--- src/rtl/npis_pkg.sv ---
// Shared types, codes, constants and tables of the nearest point in sector unit.
package npis_pkg;

    localparam int COORD_WIDTH_DEF  = 18;
    localparam int ANGLE_WIDTH_DEF  = 16;
    localparam int CORDIC_STEPS_DEF = 16;

    localparam int NUM_REGS  = 7;
    localparam int CFG_AW    = 5;

    localparam logic [2:0] REG_TARGET_ANGLE = 3'd0;
    localparam logic [2:0] REG_AZIMUTH_TOL  = 3'd1;
    localparam logic [2:0] REG_MIN_HEIGHT   = 3'd2;
    localparam logic [2:0] REG_MAX_HEIGHT   = 3'd3;
    localparam logic [2:0] REG_MIN_DISTANCE = 3'd4;
    localparam logic [2:0] REG_MAX_DISTANCE = 3'd5;
    localparam logic [2:0] REG_SAFETY_MARGIN = 3'd6;

    localparam logic [1:0] ST_NONE     = 2'd0;
    localparam logic [1:0] ST_NO_RANGE = 2'd1;
    localparam logic [1:0] ST_FOUND    = 2'd2;

    localparam logic [31:0] TWO_PI_2P28 = 32'h6487ED51;
    localparam logic [63:0] PI_2P40     = 64'h0000_0324_3F6A_8885;
    localparam logic signed [33:0] HALF_TURN = 34'sh0_8000_0000;

    typedef enum logic [4:0] {
        OP_NONE,
        OP_LOAD,
        OP_CORD_PT,
        OP_CORD_BEST,
        OP_CORD_STEP,
        OP_MUL_ANG,
        OP_ANG,
        OP_MUL_X2,
        OP_MUL_Y2,
        OP_MUL_MIN,
        OP_MUL_MAX,
        OP_EVAL,
        OP_SQRT_INIT,
        OP_SQRT_STEP,
        OP_SQRT_FIX,
        OP_TD,
        OP_MUL_TDX,
        OP_MUL_TDY,
        OP_DIV_INIT,
        OP_DIV_STEP,
        OP_DIV_END_X,
        OP_DIV_END_Y,
        OP_REPORT
    } op_t;

    function automatic logic [63:0] pi_q(input int aw);
        int sh;
        sh = 43 - aw;
        return (PI_2P40 + (64'd1 << (sh - 1))) >> sh;
    endfunction

    function automatic logic [63:0] two_pi_q(input int aw);
        int sh;
        sh = 42 - aw;
        return (PI_2P40 + (64'd1 << (sh - 1))) >> sh;
    endfunction

    function automatic logic [31:0] atan_turns(input logic [4:0] i);
        logic [31:0] v;
        unique case (i)
            5'd0:  v = 32'h20000000;
            5'd1:  v = 32'h12E4051E;
            5'd2:  v = 32'h09FB385B;
            5'd3:  v = 32'h051111D4;
            5'd4:  v = 32'h028B0D43;
            5'd5:  v = 32'h0145D7E1;
            5'd6:  v = 32'h00A2F61E;
            5'd7:  v = 32'h00517C55;
            5'd8:  v = 32'h0028BE53;
            5'd9:  v = 32'h00145F2F;
            5'd10: v = 32'h000A2F98;
            5'd11: v = 32'h000517CC;
            5'd12: v = 32'h00028BE6;
            5'd13: v = 32'h000145F3;
            5'd14: v = 32'h0000A2FA;
            5'd15: v = 32'h0000517D;
            5'd16: v = 32'h000028BE;
            5'd17: v = 32'h0000145F;
            5'd18: v = 32'h00000A30;
            5'd19: v = 32'h00000518;
            5'd20: v = 32'h0000028C;
            5'd21: v = 32'h00000146;
            5'd22: v = 32'h000000A3;
            5'd23: v = 32'h00000051;
            default: v = 32'h0;
        endcase
        return v;
    endfunction

endpackage

--- src/rtl/nearest_point_in_sector_unit.sv ---
// Top level of the nearest point in sector unit: stream ports, APB registers, controller, datapath.
// A point with point_valid low is only loaded and runs no bearing or window test. A valid point
// runs the iterative CORDIC bearing unit, then passes through the single shared multiplier for
// the angle scale, the squared coordinates and the squared distance bounds, then one evaluation
// step. On the last point of a scan with a point found, the report first runs a one-bit-per-cycle
// square root, two one-bit-per-cycle divisions and a second CORDIC run for the yaw. The result
// waits in an output register, so the next scan can start while it is still held on the master side.
module nearest_point_in_sector_unit
    import npis_pkg::*;
#(
    parameter int COORD_WIDTH  = COORD_WIDTH_DEF,
    parameter int ANGLE_WIDTH  = ANGLE_WIDTH_DEF,
    parameter int CORDIC_STEPS = CORDIC_STEPS_DEF
)
(
    input  logic                                          clk,
    input  logic                                          rst_n,
    input  logic                                          s_tvalid,
    output logic                                          s_tready,
    // point_x, point_y, point_z
    input  logic [((3*COORD_WIDTH+7)/8)*8-1:0]            s_tdata,
    // point_valid
    input  logic                                          s_tuser,
    input  logic                                          s_tlast,
    output logic                                          m_tvalid,
    input  logic                                          m_tready,
    // goal_x, goal_y, goal_yaw
    output logic [((2*COORD_WIDTH+ANGLE_WIDTH+7)/8)*8-1:0] m_tdata,
    // status, rotate_only
    output logic [2:0]                                    m_tuser,
    input  logic                                          psel,
    input  logic                                          penable,
    input  logic                                          pwrite,
    input  logic [CFG_AW-1:0]                             paddr,
    input  logic [31:0]                                   pwdata,
    output logic [31:0]                                   prdata,
    output logic                                          pready
);

    localparam int MAXN  = (CORDIC_STEPS > COORD_WIDTH) ? CORDIC_STEPS : COORD_WIDTH;
    localparam int CNT_W = $clog2(MAXN + 1);
    localparam int OUT_W = ((2*COORD_WIDTH+ANGLE_WIDTH+7)/8)*8;

    logic signed [ANGLE_WIDTH-1:0] target_angle;
    logic [ANGLE_WIDTH-2:0]        sector_half_width;
    logic signed [17:0]            min_height, max_height;
    logic [17:0]                   min_distance, max_distance, safety_margin;
    op_t                           op;
    logic [CNT_W-1:0]              step;
    logic                          found;
    logic [1:0]                    status;
    logic [COORD_WIDTH-1:0]        goal_x, goal_y;
    logic [ANGLE_WIDTH-1:0]        goal_yaw;
    logic                          rotate_only;

    assign pready  = 1'b1;
    assign m_tdata = OUT_W'({goal_yaw, goal_y, goal_x});
    assign m_tuser = {rotate_only, status};

    npis_cfg #(
        .ANGLE_WIDTH(ANGLE_WIDTH)
    ) u_cfg (
        .clk               (clk),
        .rst_n             (rst_n),
        .psel              (psel),
        .penable           (penable),
        .pwrite            (pwrite),
        .paddr             (paddr),
        .pwdata            (pwdata),
        .prdata            (prdata),
        .target_angle      (target_angle),
        .sector_half_width (sector_half_width),
        .min_height        (min_height),
        .max_height        (max_height),
        .min_distance      (min_distance),
        .max_distance      (max_distance),
        .safety_margin     (safety_margin)
    );

    npis_ctrl #(
        .COORD_WIDTH  (COORD_WIDTH),
        .CORDIC_STEPS (CORDIC_STEPS)
    ) u_ctrl (
        .clk      (clk),
        .rst_n    (rst_n),
        .s_tvalid (s_tvalid),
        .s_tready (s_tready),
        .s_tuser  (s_tuser),
        .s_tlast  (s_tlast),
        .m_tvalid (m_tvalid),
        .m_tready (m_tready),
        .found    (found),
        .op       (op),
        .step     (step)
    );

    npis_datapath #(
        .COORD_WIDTH  (COORD_WIDTH),
        .ANGLE_WIDTH  (ANGLE_WIDTH),
        .CORDIC_STEPS (CORDIC_STEPS)
    ) u_datapath (
        .clk               (clk),
        .rst_n             (rst_n),
        .op                (op),
        .step              (step),
        .in_x              (s_tdata[COORD_WIDTH-1:0]),
        .in_y              (s_tdata[2*COORD_WIDTH-1:COORD_WIDTH]),
        .in_z              (s_tdata[3*COORD_WIDTH-1:2*COORD_WIDTH]),
        .target_angle      (target_angle),
        .sector_half_width (sector_half_width),
        .min_height        (min_height),
        .max_height        (max_height),
        .min_distance      (min_distance),
        .max_distance      (max_distance),
        .safety_margin     (safety_margin),
        .found             (found),
        .status            (status),
        .goal_x            (goal_x),
        .goal_y            (goal_y),
        .goal_yaw          (goal_yaw),
        .rotate_only       (rotate_only)
    );

endmodule

--- src/rtl/npis_cfg.sv ---
// Configuration register file behind the APB-style port.
module npis_cfg
    import npis_pkg::*;
#(
    parameter int ANGLE_WIDTH = ANGLE_WIDTH_DEF
)
(
    input  logic                          clk,
    input  logic                          rst_n,
    input  logic                          psel,
    input  logic                          penable,
    input  logic                          pwrite,
    input  logic [CFG_AW-1:0]             paddr,
    input  logic [31:0]                   pwdata,
    output logic [31:0]                   prdata,
    output logic signed [ANGLE_WIDTH-1:0] target_angle,
    output logic [ANGLE_WIDTH-2:0]        sector_half_width,
    output logic signed [17:0]            min_height,
    output logic signed [17:0]            max_height,
    output logic [17:0]                   min_distance,
    output logic [17:0]                   max_distance,
    output logic [17:0]                   safety_margin
);

    logic [2:0] idx;
    logic       wr;

    assign idx = paddr[4:2];
    assign wr  = psel & penable & pwrite;

    always_ff @(posedge clk or negedge rst_n)
    begin
        if (!rst_n)
        begin
            target_angle      <= '0;
            sector_half_width <= (ANGLE_WIDTH-1)'(1638);
            min_height        <= 18'sd0;
            max_height        <= 18'sd2000;
            min_distance      <= 18'd500;
            max_distance      <= 18'd10000;
            safety_margin     <= 18'd1250;
        end
        else if (wr)
        begin
            unique case (idx)
                REG_TARGET_ANGLE:  target_angle      <= pwdata[ANGLE_WIDTH-1:0];
                REG_AZIMUTH_TOL:   sector_half_width <= pwdata[ANGLE_WIDTH-2:0];
                REG_MIN_HEIGHT:    min_height        <= pwdata[17:0];
                REG_MAX_HEIGHT:    max_height        <= pwdata[17:0];
                REG_MIN_DISTANCE:  min_distance      <= pwdata[17:0];
                REG_MAX_DISTANCE:  max_distance      <= pwdata[17:0];
                REG_SAFETY_MARGIN: safety_margin     <= pwdata[17:0];
                default:
                begin
                end
            endcase
        end
    end

    always_comb
    begin
        unique case (idx)
            REG_TARGET_ANGLE:  prdata = 32'(target_angle[ANGLE_WIDTH-1:0]);
            REG_AZIMUTH_TOL:   prdata = 32'(sector_half_width);
            REG_MIN_HEIGHT:    prdata = 32'(min_height[17:0]);
            REG_MAX_HEIGHT:    prdata = 32'(max_height[17:0]);
            REG_MIN_DISTANCE:  prdata = 32'(min_distance);
            REG_MAX_DISTANCE:  prdata = 32'(max_distance);
            REG_SAFETY_MARGIN: prdata = 32'(safety_margin);
            default:           prdata = 32'd0;
        endcase
    end

endmodule

--- src/rtl/npis_ctrl.sv ---
// Controller state machine that sequences the datapath for each point and report.
module npis_ctrl
    import npis_pkg::*;
#(
    parameter int COORD_WIDTH  = COORD_WIDTH_DEF,
    parameter int CORDIC_STEPS = CORDIC_STEPS_DEF,
    localparam int MAXN  = (CORDIC_STEPS > COORD_WIDTH) ? CORDIC_STEPS : COORD_WIDTH,
    localparam int CNT_W = $clog2(MAXN + 1)
)
(
    input  logic             clk,
    input  logic             rst_n,
    input  logic             s_tvalid,
    output logic             s_tready,
    input  logic             s_tuser,
    input  logic             s_tlast,
    output logic             m_tvalid,
    input  logic             m_tready,
    input  logic             found,
    output op_t              op,
    output logic [CNT_W-1:0] step
);

    typedef enum logic [4:0] {
        S_IDLE, S_CINIT, S_CSTEP, S_MANG, S_ANG, S_MX2, S_MY2, S_MMN, S_MMX,
        S_EVAL, S_FINISH, S_SQI, S_SQS, S_SQF, S_TD, S_MTX, S_MTY, S_DI, S_DS,
        S_DE, S_REPORT
    } state_t;

    state_t           state_reg, state_next;
    logic [CNT_W-1:0] cnt_reg, cnt_next;
    logic             last_reg, last_next;
    logic             final_reg, final_next;
    logic             ysel_reg, ysel_next;
    logic             mv_reg, mv_next;

    assign s_tready = (state_reg == S_IDLE);
    assign m_tvalid = mv_reg;
    assign step     = cnt_reg;

    always_comb
    begin
        state_next = state_reg;
        cnt_next   = cnt_reg;
        last_next  = last_reg;
        final_next = final_reg;
        ysel_next  = ysel_reg;
        mv_next    = (mv_reg && m_tready) ? 1'b0 : mv_reg;
        op         = OP_NONE;
        unique case (state_reg)
            S_IDLE:
            begin
                if (s_tvalid)
                begin
                    op         = OP_LOAD;
                    last_next  = s_tlast;
                    final_next = 1'b0;
                    ysel_next  = 1'b0;
                    if (s_tuser)
                        state_next = S_CINIT;
                    else if (s_tlast)
                        state_next = S_FINISH;
                end
            end
            S_CINIT:
            begin
                op         = final_reg ? OP_CORD_BEST : OP_CORD_PT;
                cnt_next   = '0;
                state_next = S_CSTEP;
            end
            S_CSTEP:
            begin
                op       = OP_CORD_STEP;
                cnt_next = cnt_reg + 1'b1;
                if (cnt_reg == CNT_W'(CORDIC_STEPS - 1))
                    state_next = S_MANG;
            end
            S_MANG:
            begin
                op         = OP_MUL_ANG;
                state_next = S_ANG;
            end
            S_ANG:
            begin
                op         = OP_ANG;
                state_next = final_reg ? S_REPORT : S_MX2;
            end
            S_MX2:
            begin
                op         = OP_MUL_X2;
                state_next = S_MY2;
            end
            S_MY2:
            begin
                op         = OP_MUL_Y2;
                state_next = S_MMN;
            end
            S_MMN:
            begin
                op         = OP_MUL_MIN;
                state_next = S_MMX;
            end
            S_MMX:
            begin
                op         = OP_MUL_MAX;
                state_next = S_EVAL;
            end
            S_EVAL:
            begin
                op         = OP_EVAL;
                state_next = last_reg ? S_FINISH : S_IDLE;
            end
            S_FINISH:
            begin
                state_next = found ? S_SQI : S_REPORT;
            end
            S_SQI:
            begin
                op         = OP_SQRT_INIT;
                cnt_next   = '0;
                state_next = S_SQS;
            end
            S_SQS:
            begin
                op       = OP_SQRT_STEP;
                cnt_next = cnt_reg + 1'b1;
                if (cnt_reg == CNT_W'(COORD_WIDTH - 1))
                    state_next = S_SQF;
            end
            S_SQF:
            begin
                op         = OP_SQRT_FIX;
                state_next = S_TD;
            end
            S_TD:
            begin
                op         = OP_TD;
                state_next = S_MTX;
            end
            S_MTX:
            begin
                op         = OP_MUL_TDX;
                state_next = S_DI;
            end
            S_MTY:
            begin
                op         = OP_MUL_TDY;
                state_next = S_DI;
            end
            S_DI:
            begin
                op         = OP_DIV_INIT;
                cnt_next   = '0;
                state_next = S_DS;
            end
            S_DS:
            begin
                op       = OP_DIV_STEP;
                cnt_next = cnt_reg + 1'b1;
                if (cnt_reg == CNT_W'(COORD_WIDTH - 1))
                    state_next = S_DE;
            end
            S_DE:
            begin
                if (ysel_reg)
                begin
                    op         = OP_DIV_END_Y;
                    final_next = 1'b1;
                    state_next = S_CINIT;
                end
                else
                begin
                    op         = OP_DIV_END_X;
                    ysel_next  = 1'b1;
                    state_next = S_MTY;
                end
            end
            S_REPORT:
            begin
                if (!mv_reg || m_tready)
                begin
                    op         = OP_REPORT;
                    mv_next    = 1'b1;
                    state_next = S_IDLE;
                end
            end
            default:
            begin
                state_next = S_IDLE;
            end
        endcase
    end

    always_ff @(posedge clk or negedge rst_n)
    begin
        if (!rst_n)
        begin
            state_reg <= S_IDLE;
            cnt_reg   <= '0;
            last_reg  <= 1'b0;
            final_reg <= 1'b0;
            ysel_reg  <= 1'b0;
            mv_reg    <= 1'b0;
        end
        else
        begin
            state_reg <= state_next;
            cnt_reg   <= cnt_next;
            last_reg  <= last_next;
            final_reg <= final_next;
            ysel_reg  <= ysel_next;
            mv_reg    <= mv_next;
        end
    end

endmodule

--- src/rtl/npis_datapath.sv ---
// Datapath: CORDIC bearing, shared multiplier, window tests, square root, divider, result.
module npis_datapath
    import npis_pkg::*;
#(
    parameter int COORD_WIDTH  = COORD_WIDTH_DEF,
    parameter int ANGLE_WIDTH  = ANGLE_WIDTH_DEF,
    parameter int CORDIC_STEPS = CORDIC_STEPS_DEF,
    localparam int MAXN  = (CORDIC_STEPS > COORD_WIDTH) ? CORDIC_STEPS : COORD_WIDTH,
    localparam int CNT_W = $clog2(MAXN + 1)
)
(
    input  logic                          clk,
    input  logic                          rst_n,
    input  op_t                           op,
    input  logic [CNT_W-1:0]              step,
    input  logic signed [COORD_WIDTH-1:0] in_x,
    input  logic signed [COORD_WIDTH-1:0] in_y,
    input  logic signed [COORD_WIDTH-1:0] in_z,
    input  logic signed [ANGLE_WIDTH-1:0] target_angle,
    input  logic [ANGLE_WIDTH-2:0]        sector_half_width,
    input  logic signed [17:0]            min_height,
    input  logic signed [17:0]            max_height,
    input  logic [17:0]                   min_distance,
    input  logic [17:0]                   max_distance,
    input  logic [17:0]                   safety_margin,
    output logic                          found,
    output logic [1:0]                    status,
    output logic [COORD_WIDTH-1:0]        goal_x,
    output logic [COORD_WIDTH-1:0]        goal_y,
    output logic [ANGLE_WIDTH-1:0]        goal_yaw,
    output logic                          rotate_only
);

    localparam int CW  = COORD_WIDTH;
    localparam int AW  = ANGLE_WIDTH;
    localparam int XW  = CW + 3;
    localparam int ZW  = 34;
    localparam int PW  = 66;
    localparam int HW  = (CW > 18) ? CW : 18;
    localparam int SQW = 2 * CW;
    localparam int DSW = (SQW > 36) ? SQW : 36;
    localparam int DFW = AW + 2;
    localparam int SH  = 63 - AW;
    localparam logic [63:0] PIQ = pi_q(AW);
    localparam logic [63:0] TPQ = two_pi_q(AW);
    localparam logic signed [DFW-1:0] P_S  = DFW'(PIQ);
    localparam logic signed [DFW-1:0] TP_S = DFW'(TPQ);

    logic signed [CW-1:0]  px_reg, py_reg, pz_reg;
    logic [CW-1:0]         pax_reg, pay_reg;
    logic signed [CW-1:0]  bx_reg, by_reg;
    logic [CW-1:0]         bax_reg, bay_reg;
    logic [SQW-1:0]        bdsq_reg;
    logic                  any_reg, found_reg;
    logic signed [XW-1:0]  cx_reg, cy_reg;
    logic signed [ZW-1:0]  cz_reg;
    logic [PW-1:0]         prod_reg;
    logic [SQW-1:0]        acc_reg;
    logic [35:0]           mnsq_reg;
    logic signed [AW-1:0]  ang_reg;
    logic [SQW-1:0]        srem_reg, sroot_reg, sbit_reg;
    logic [CW-1:0]         g_reg, td_reg;
    logic [CW-1:0]         drem_reg, dq_reg;
    logic [CW-1:0]         gx_reg, gy_reg;
    logic [1:0]            status_reg;
    logic [CW-1:0]         ox_reg, oy_reg;
    logic [AW-1:0]         oyaw_reg;
    logic                  orot_reg;

    logic [ZW-1:0]         mul_a;
    logic [31:0]           mul_b;
    logic signed [XW-1:0]  sx, sy, dx, dy;
    logic signed [ZW-1:0]  at;
    logic [ZW-1:0]         zmag;
    logic [PW-1:0]         qv;
    logic [AW-1:0]         qc;
    logic signed [DFW-1:0] dif;
    logic [DFW-1:0]        adif;
    logic signed [HW-1:0]  zh, minh, maxh;
    logic                  keep_sec, keep_rng;
    logic [SQW-1:0]        sq_t;
    logic [HW-1:0]         g_e, sm_e;
    logic [SQW-1:0]        num;
    logic [CW:0]           dt;
    logic                  dge;
    logic [CW-1:0]         qsel;

    assign found       = found_reg;
    assign status      = status_reg;
    assign goal_x      = ox_reg;
    assign goal_y      = oy_reg;
    assign goal_yaw    = oyaw_reg;
    assign rotate_only = orot_reg;

    assign zmag = cz_reg[ZW-1] ? ZW'(-cz_reg) : ZW'(cz_reg);
    assign dx   = cy_reg >>> step;
    assign dy   = cx_reg >>> step;
    assign at   = $signed({2'b00, atan_turns(5'(step))});
    assign sx   = (op == OP_CORD_BEST) ? XW'(bx_reg) : XW'(px_reg);
    assign sy   = (op == OP_CORD_BEST) ? XW'(by_reg) : XW'(py_reg);

    assign qv   = (prod_reg + (PW'(1) << (SH - 1))) >> SH;
    assign qc   = (qv > PW'(PIQ)) ? AW'(PIQ) : AW'(qv);

    always_comb
    begin
        unique case (op)
            OP_MUL_ANG:
            begin
                mul_a = zmag;
                mul_b = TWO_PI_2P28;
            end
            OP_MUL_X2:
            begin
                mul_a = ZW'(pax_reg);
                mul_b = 32'(pax_reg);
            end
            OP_MUL_Y2:
            begin
                mul_a = ZW'(pay_reg);
                mul_b = 32'(pay_reg);
            end
            OP_MUL_MIN:
            begin
                mul_a = ZW'(min_distance);
                mul_b = 32'(min_distance);
            end
            OP_MUL_MAX:
            begin
                mul_a = ZW'(max_distance);
                mul_b = 32'(max_distance);
            end
            OP_MUL_TDX:
            begin
                mul_a = ZW'(td_reg);
                mul_b = 32'(bax_reg);
            end
            OP_MUL_TDY:
            begin
                mul_a = ZW'(td_reg);
                mul_b = 32'(bay_reg);
            end
            default:
            begin
                mul_a = '0;
                mul_b = '0;
            end
        endcase
    end

    always_comb
    begin
        dif = DFW'(ang_reg) - DFW'(target_angle);
        for (int k = 0; k < 2; k++)
        begin
            if (dif > P_S)
                dif = dif - TP_S;
            else if (dif <= -P_S)
                dif = dif + TP_S;
        end
        adif = dif[DFW-1] ? DFW'(-dif) : DFW'(dif);
    end

    assign zh       = HW'(pz_reg);
    assign minh     = HW'(min_height);
    assign maxh     = HW'(max_height);
    assign keep_sec = (adif < DFW'(sector_half_width)) && (zh > minh) && (zh < maxh);
    assign keep_rng = (DSW'(acc_reg) > DSW'(mnsq_reg)) && (DSW'(acc_reg) < DSW'(prod_reg[35:0]));

    assign sq_t = sroot_reg + sbit_reg;
    assign g_e  = HW'(g_reg);
    assign sm_e = HW'(safety_margin);
    assign num  = prod_reg[SQW-1:0] + SQW'(g_reg >> 1);
    assign dt   = {drem_reg, dq_reg[CW-1]};
    assign dge  = dt >= {1'b0, g_reg};
    assign qsel = (g_reg == '0) ? '0 : dq_reg;

    always_ff @(posedge clk)
    begin
        unique case (op)
            OP_LOAD:
            begin
                px_reg  <= in_x;
                py_reg  <= in_y;
                pz_reg  <= in_z;
                pax_reg <= in_x[CW-1] ? CW'(-in_x) : CW'(in_x);
                pay_reg <= in_y[CW-1] ? CW'(-in_y) : CW'(in_y);
            end
            OP_CORD_PT, OP_CORD_BEST:
            begin
                if (sx < 0)
                begin
                    cx_reg <= -sx;
                    cy_reg <= -sy;
                    cz_reg <= (sy >= 0) ? HALF_TURN : -HALF_TURN;
                end
                else
                begin
                    cx_reg <= sx;
                    cy_reg <= sy;
                    cz_reg <= '0;
                end
            end
            OP_CORD_STEP:
            begin
                if (cy_reg > 0)
                begin
                    cx_reg <= cx_reg + dx;
                    cy_reg <= cy_reg - dy;
                    cz_reg <= cz_reg + at;
                end
                else if (cy_reg < 0)
                begin
                    cx_reg <= cx_reg - dx;
                    cy_reg <= cy_reg + dy;
                    cz_reg <= cz_reg - at;
                end
            end
            OP_ANG:
            begin
                ang_reg <= cz_reg[ZW-1] ? AW'(-qc) : AW'(qc);
            end
            OP_MUL_Y2:
            begin
                acc_reg <= prod_reg[SQW-1:0];
            end
            OP_MUL_MIN:
            begin
                acc_reg <= acc_reg + prod_reg[SQW-1:0];
            end
            OP_MUL_MAX:
            begin
                mnsq_reg <= prod_reg[35:0];
            end
            OP_SQRT_INIT:
            begin
                srem_reg  <= bdsq_reg;
                sroot_reg <= '0;
                sbit_reg  <= SQW'(1) << (SQW - 2);
            end
            OP_SQRT_STEP:
            begin
                if (srem_reg >= sq_t)
                begin
                    srem_reg  <= srem_reg - sq_t;
                    sroot_reg <= (sroot_reg >> 1) + sbit_reg;
                end
                else
                begin
                    sroot_reg <= sroot_reg >> 1;
                end
                sbit_reg <= sbit_reg >> 2;
            end
            OP_SQRT_FIX:
            begin
                g_reg <= (srem_reg > sroot_reg) ? CW'(sroot_reg + 1'b1) : CW'(sroot_reg);
            end
            OP_TD:
            begin
                td_reg <= (g_e > sm_e) ? CW'(g_e - sm_e) : '0;
            end
            OP_DIV_INIT:
            begin
                drem_reg <= num[SQW-1:CW];
                dq_reg   <= num[CW-1:0];
            end
            OP_DIV_STEP:
            begin
                drem_reg <= dge ? CW'(dt - {1'b0, g_reg}) : CW'(dt);
                dq_reg   <= {dq_reg[CW-2:0], dge};
            end
            OP_DIV_END_X:
            begin
                gx_reg <= bx_reg[CW-1] ? CW'(-qsel) : qsel;
            end
            OP_DIV_END_Y:
            begin
                gy_reg <= by_reg[CW-1] ? CW'(-qsel) : qsel;
            end
            default:
            begin
            end
        endcase
        if (op == OP_MUL_ANG || op == OP_MUL_X2 || op == OP_MUL_Y2 || op == OP_MUL_MIN ||
            op == OP_MUL_MAX || op == OP_MUL_TDX || op == OP_MUL_TDY)
        begin
            prod_reg <= mul_a * PW'(mul_b);
        end
    end

    always_ff @(posedge clk or negedge rst_n)
    begin
        if (!rst_n)
        begin
            bx_reg     <= '0;
            by_reg     <= '0;
            bax_reg    <= '0;
            bay_reg    <= '0;
            bdsq_reg   <= '1;
            any_reg    <= 1'b0;
            found_reg  <= 1'b0;
            status_reg <= ST_NONE;
            ox_reg     <= '0;
            oy_reg     <= '0;
            oyaw_reg   <= '0;
            orot_reg   <= 1'b0;
        end
        else if (op == OP_EVAL)
        begin
            if (keep_sec)
            begin
                any_reg <= 1'b1;
                if (keep_rng)
                begin
                    found_reg <= 1'b1;
                    if (acc_reg < bdsq_reg)
                    begin
                        bdsq_reg <= acc_reg;
                        bx_reg   <= px_reg;
                        by_reg   <= py_reg;
                        bax_reg  <= pax_reg;
                        bay_reg  <= pay_reg;
                    end
                end
            end
        end
        else if (op == OP_REPORT)
        begin
            priority if (found_reg)
            begin
                status_reg <= ST_FOUND;
                ox_reg     <= gx_reg;
                oy_reg     <= gy_reg;
                oyaw_reg   <= ang_reg;
                orot_reg   <= (gx_reg == '0) && (gy_reg == '0);
            end
            else
            begin
                status_reg <= any_reg ? ST_NO_RANGE : ST_NONE;
                ox_reg     <= '0;
                oy_reg     <= '0;
                oyaw_reg   <= '0;
                orot_reg   <= 1'b0;
            end
            bx_reg    <= '0;
            by_reg    <= '0;
            bax_reg   <= '0;
            bay_reg   <= '0;
            bdsq_reg  <= '1;
            any_reg   <= 1'b0;
            found_reg <= 1'b0;
        end
    end

    a_no_best_when_empty: assert property (@(posedge clk) disable iff (!rst_n)
        !found_reg |-> bdsq_reg == '1)
        else $error("best distance set without a point in range");

    a_found_implies_sector: assert property (@(posedge clk) disable iff (!rst_n)
        found_reg |-> any_reg)
        else $error("point in range without point in sector");

    a_rotate_needs_found: assert property (@(posedge clk) disable iff (!rst_n)
        orot_reg |-> status_reg == ST_FOUND)
        else $error("rotate flag without a found point");

    a_report_clears_scan: assert property (@(posedge clk) disable iff (!rst_n)
        (op == OP_REPORT) |=> (!found_reg && !any_reg))
        else $error("scan state not cleared after report");

endmodule

--- config.mk ---
export PLATFORM = sky130hd
export DESIGN_NAME = nearest_point_in_sector_unit
export DESIGN_NICKNAME = d
export VERILOG_FILES = /design/src/rtl/npis_pkg.sv /design/src/rtl/nearest_point_in_sector_unit.sv /design/src/rtl/npis_cfg.sv /design/src/rtl/npis_ctrl.sv /design/src/rtl/npis_datapath.sv
export SDC_FILE = /design/constraint.sdc
export NUM_CORES = 2
export LEC_CHECK = 0
export BUFFER_PORTS_ARGS = -buffer_cell sky130_fd_sc_hd__clkbuf_2
export CORE_UTILIZATION = 55
export CTS_CLUSTER_DIAMETER = 50
export DETAILED_ROUTE_END_ITERATION = 16
export GPL_ROUTABILITY_DRIVEN = 1
export PLACE_DENSITY = 0.81
export SYNTH_ARGS = -nofsm -noshare
export SYNTH_HDL_FRONTEND = slang
export SYNTH_SLANG_ARGS = --single-unit
--- constraint.sdc ---
create_clock -name clk -period 15 [get_ports clk]
set_clock_uncertainty 0.2 [all_clocks]
set_input_delay 2.25 -clock clk [delete_from_list [all_inputs] [get_ports clk]]
set_output_delay 2.25 -clock clk [all_outputs]
set_load 0.03 [all_outputs]
* Word-level counts from Yosys, hierarchy flattened
Memory sizes are Yosys's and may differ from the RTL's.
Cells that the tools add are included.
** Word-level totals
- Bits in registers :: 836
- Memory bits (read-only) :: 960
- Input bits :: 102
- Output and inout bits :: 94
- Word-level logic and storage cells :: 312
- Memories :: 1
** Cells by class
- Add/subtract/negate cells :: 29
- Multipliers :: 1
- Magnitude comparators :: 19
- Eq/ne operators :: 62
- Shift-type cells :: 2
- Mux-type cells :: 100
- Bitwise gates (word level) :: 3
- Reductions and logical operators :: 47
** Memories
- (name not given) :: depth 32, bits a word 30, rd ports 1, clocked after Yosys merged registers in 0, wr ports 0, line npis_pkg.sv:67 : unique case (i)
** Operators with widths (number)
- 18-bit two-way mux :: 29
- 36-bit case mux with 2 select lines :: 4
- 36-bit two-way mux :: 7
- 31-bit case mux with 7 select lines :: 1
- 34-bit case mux with 6 select lines :: 1
- 5-bit case mux with 20 select lines :: 2
- 34-bit two-way mux :: 5
- 21-bit two-way mux :: 8
- 18-bit case mux with 7 select lines :: 1
- 5-bit by 4-bit equality test with 1-bit output, second input constant :: 17
- 21-bit case mux with 2 select lines :: 2
- 36-bit adder :: 2
- 36-bit greater-than comparator :: 2
- 36-bit < comparator :: 2
- 18-bit negator :: 4
- 18-bit case mux with 2 select lines :: 2
- 34-bit case mux with 2 select lines :: 1
- 66-bit by 47-bit adder with 66-bit output, second input constant :: 1
- 5-bit equality test, second input constant :: 13
- 34-bit by 31-bit multiplier with 65-bit output :: 1
- 5-bit two-way mux :: 11
- 18-bit logical NOT :: 3
- 16-bit two-way mux :: 3
- 21-bit adder :: 2
- 56 further kinds :: 139

* Logic depth before layout (Yosys ltp)
- Word-level depth :: 14
- Mapped depth :: 49
- Mapped depth without buffers :: 45

* Cells and area by module
A second synthesis with hierarchy kept.
** Unflattened totals
- Cell total of the unflattened synthesis :: 9129
- Area total of the unflattened synthesis :: 84310.9 um^2
** Modules (own cells, without submodules)
- npis_datapath :: instances 1, cells an instance 8537, area an instance 77156.5 um^2, sequential area each 19318.5 um^2
- npis_cfg :: instances 1, cells an instance 421, area an instance 5820.6 um^2, sequential area each 3062.9 um^2
- npis_ctrl :: instances 1, cells an instance 163, area an instance 1281.2 um^2, sequential area each 350.3 um^2
- nearest_point_in_sector_unit :: instances 1, cells an instance 8, area an instance 52.6 um^2, sequential area each 0.0 um^2

* Worst setup path after synthesis
Ideal clock, no wire load.
- Path type :: input port to flip-flop
- Start :: input port s_tvalid
- End :: register u_datapath.prod_reg[63], data pin
- Setup time :: 0.258 ns
- Data arrival time :: 13.857 ns
- Data required time :: 14.542 ns
- Path slack :: 0.686 ns
- Stages :: 41
- Path buffers :: 2
- Cells stage by stage :: nand2_1 inv_1 nor4_1 or3_1 nor4b_1 clkbuf_1 a221oi_1 nand3_1 nand2_1 fa_1 inv_1 fa_1 inv_1 fa_1 inv_1 ha_1 fa_1 fa_1 [... 5 more ...] clkbuf_1 a21oi_1 nand2_1 a21oi_1 nor3_1 a211o_1 a21o_1 a21oi_1 o221ai_1 a311oi_1 o21ai_0 a31oi_1 o21ai_0 a41o_1 o41ai_1 o21bai_1 a21oi_1 xnor2_1
** On the way
- Cells in the longest elaborated chain, start to end :: 6
- Elaborated cells between the ends (all ways) :: 13
- Those cells by class :: 1 x mul; 7 x eq/ne; 4 x mux; 1 x reduce/logical
** Ends and longest elaborated chain
- start: declaration :: line nearest_point_in_sector_unit.sv:18 : input logic s_tvalid,
- 1-bit two-way mux * :: line npis_ctrl.sv:53 : if (s_tvalid)
- 5-bit case mux with 20 select lines * :: line npis_ctrl.sv:50 : unique case (state_reg)
- 5-bit equality test :: line npis_datapath.sv:107 : unique case (op)
- 2-bit OR reduction (no line)
- 34-bit case mux with 6 select lines :: line npis_datapath.sv:107
- 34-bit by 31-bit multiplier with 65-bit output * :: line npis_datapath.sv:287 : prod_reg <= mul_a * PW'(mul_b);
- end signal: assignment :: line npis_datapath.sv:287
- end: declaration :: line npis_datapath.sv:57 : logic [PW-1:0] prod_reg;
Mark *: on every way between the ends. The rest lies on a longest branch, timed or not.
A chain may end at the register's enable or synchronous reset.

* Final worst setup path
- Start :: register u_ctrl.state_reg[4]
- End :: register u_datapath.prod_reg[63], data pin
** On the way
- Cells in the longest elaborated chain, start to end :: 6
- Elaborated cells between the ends (all ways) :: 32
- Those cells by class :: 1 x mul; 26 x eq/ne; 3 x mux; 2 x reduce/logical
** Ends and longest elaborated chain
- start: declaration :: line npis_ctrl.sv:30 : state_t state_reg, state_next;
- start signal: assignment :: line npis_ctrl.sv:207 : state_reg <= state_next;
- 5-bit equality test, or another cell as far along :: line npis_ctrl.sv:50
- 5-bit case mux with 20 select lines * :: line npis_ctrl.sv:50
- 5-bit equality test :: line npis_datapath.sv:107
- 2-bit OR reduction (no line)
- 34-bit case mux with 6 select lines :: line npis_datapath.sv:107
- 34-bit by 31-bit multiplier with 65-bit output * :: line npis_datapath.sv:287
Marks and branches as above.

==> impl_metrics.py <==
metrics = {
    "outcome": {
        "outcome": "complete, no violations",
    },
    "worst_setup_path": {
        "startpoint_type": "register",
        "crit_type": "reg -> reg",
        "rr_startpoint": "u_ctrl.state_reg[4]",
        "worstPathArrival_ns": 14.55,
        "cpMaxStageDelayCell": "a221oi_1",
        "r2r_cells": 42,
        "reg2reg_to": "u_datapath.prod_reg[63]",
        "worstSetupStartpoint": "u_ctrl.state_reg[4]",
        "crit_path_max_incr_delay_ns": 0.80,
        "cpMostUsedCell": "fa_1",
        "end_kind": "register",
        "critPathCapture": "u_datapath.prod_reg[63]",
        "critPathMaxFanout": 18,
        "r2r_slack_ns": 0.68,
        "critPathRequiredTime_ns": 15.24,
    },
    "synthesis": {
        "async_flop_share": 0.371,
        "netlist_instances": 8938,
        "ys_ff_latch": 803,
        "syn_area_um2": 82000,
        "synth_top_area_cell": "edfxtp_1",
        "synth_cell_types": 115,
        "synth_top_area_frac": 0.185,
        "ys_seq_area_frac": 0.277,
        "ys_top_cells_by_area": "edfxtp_1, fa_1, ha_1",
        "synth_top_flop_cell": "edfxtp_1",
        "synth-edff-count": 505,
        "avgSynthCellArea_um2": 9.17,
        "ys_warn_count": 0,
    },
    "final_layout": {
        "final_nets": 10600,
        "area_growth_pct": 8.18,
        "largest_reg_flops": 55,
        "finalCoreUtilization": 0.600,
        "final_cells": 11100,
        "final_cell_mix": "inv_1, nand2_1, ha_1, nor2_1, fa_1",
        "drive_above_1_share": 0.0809,
        "layout_commonest_cell": "inv_1",
    },
    "cts": {
        "htreeDepth": 3,
        "path_clk_slew_ns": 0.07,
        "cts.sinks": 803,
        "worstSkewPairLatency_ns": 0.76,
        "cts_root_buf": "clkbuf_16",
        "cts_buffers": 102,
        "postCtsSetupRepairBufs": 0,
        "hold_buffers": 0,
        "cts_buffer_depth": 3,
        "cts-resized-gates": 0,
        "cts_tree": "yes",
    },
    "place": {
        "port_buffers": 158,
        "dp_hpwl_mm": 180,
        "dp_cells": 10900,
        "place_ws_ns": 0.566,
        "gp_congestion": 0.962,
    },
    "run": {
        "maxCapViolations": 0,
    },
    "die": {
        "io_pins": 196,
        "coreArea_um2": 148000,
        "initial_core_util": 0.555,
        "die-width_um": 388,
        "dieArea_um2": 151000,
        "core.rowCount": 141,
        "die_h_um": 388,
    },
    "drt": {
        "drtIter0Drc": 6040,
        "post_drt_via_cell_ratio": 5.98,
        "ant_nets": 0,
        "drc": 0,
        "first_pass_iters": 8,
        "wire_per_inst_um": 21.1,
        "via_count": 66400,
        "wl_mm": 234,
    },
    "sta": {
        "fin_crit_sh": 0.955,
        "fin_ws_ns": 0.682,
        "max_slew_margin": 0.141,
        "final_hold_viol_count": 0,
        "slew_viol_final": 0,
        "worstMarginPinSlew_ns": 1.29,
        "setup_violations": 0,
        "min_period_ns": 14.32,
        "fmax_ghz": 0.0698,
        "rsz0062_at_grt": "no",
        "fin_tns_setup_ns": 0,
    },
    "global_route": {
        "grt_usage": 0.309,
        "gr-total-overflow": 0,
        "grt_max_degree": 137,
        "grt_pass1_wl_mm": 366,
        "grt_pass1_vias": 66300,
        "grt_antenna_before_repair": 17,
    },
    "min_path": {
        "hold_path_class": "reg -> reg",
        "min_path_cells": 2,
    },
}
## final cells by class
cell class	instances	area (um2)
repair buffers	248	1480
diodes	14	35.0
multi-input cells	6600	53600
well taps	1930	2410
clock buffers	120	2700
inverters	1314	4940
fillers	12200	59100
clock inverters	73	868
flip-flops and latches	803	22700
## layer usage
metal / track usage / vias up / wire (um) / share of wire
li1: - / 30400 / - / -
met1: 0.400 / 32500 / 93600 / 0.40
met2: 0.496 / 3014 / 108000 / 0.46
met3: 0.0661 / 605 / 21600 / 0.092
met4: 0.140 / 6 / 11600 / 0.050
met5: 0 / - / 38 / 0.00016
## critical path: cells and delay by family, from the launching register on
family                     cells  cell delay [ns]
AOI/OAI and AO/OA             16             4.95
xor gates and xnor gates       1             0.07
adders and majority gates      9             4.10
buffers and inverters          7             0.64
DFF                            1             0.62
and+or+nand+nor                9             3.38
## cell families (layout without fill, tap and decap cells)
logic type,after synthesis,after routing,share of synthesized area
muxes,237,237,0.0344
DFF,803,803,0.277
xor gates and xnor gates,507,507,0.0543
adders and majority gates,1448,1448,0.281
AOI/OAI and AO/OA,1708,1708,0.131
other,2,145,0.0000916
and+or+nand+nor,2569,2569,0.144
buffers and inverters,1664,1755,0.0780
## worst min-delay path by stage
stage | slack, ns | from | endpoint
after floorplan | 0.25 | u_datapath.any_reg | u_datapath.any_reg
after global placement | 0.25 | u_datapath.goal_y[13] | u_datapath.goal_y[13]
after detailed placement | 0.26 | u_datapath.goal_y[13] | u_datapath.goal_y[13]
after CTS | 0.27 | u_datapath.goal_y[2] | u_datapath.goal_y[2]
after global routing | 0.29 | u_datapath.goal_y[13] | u_datapath.goal_y[13]
final | 0.26 | u_datapath.goal_y[2] | u_datapath.goal_y[2]
## cells in the mapped netlist (all sizes together) (37+ instances only)
cell type and number:
nor2b 64, o21bai 55, a31oi 105, xor2 177, nor4 37, xnor2 330, inv 1309, edfxtp 505
and3 102, mux2 69, buf 64, mux2i 139, a21o 132, nor3 120, o31ai 48, o21a 54
a21oi 379, ha 787, nand2 898, nand2b 160, nand4 66, or3 61, nand3 250, clkbuf 286
dfrtp 234, dfstp 64, o21ai 569, fa 660, a211oi 47, nor2 687, a31o 41
## metrics by stage
step | area, um2 | hold WS (ns)
finish | 88700 | 0.264
global route | 88700 | 0.290
CTS | 88700 | 0.269
detailed placement | 85100 | 0.256
global placement | 85100 | 0.249
floorplan | 82500 | 0.250
Power is not shown: default switching activity piles up to over one toggle a cycle in this logic, so the estimate is an artifact.
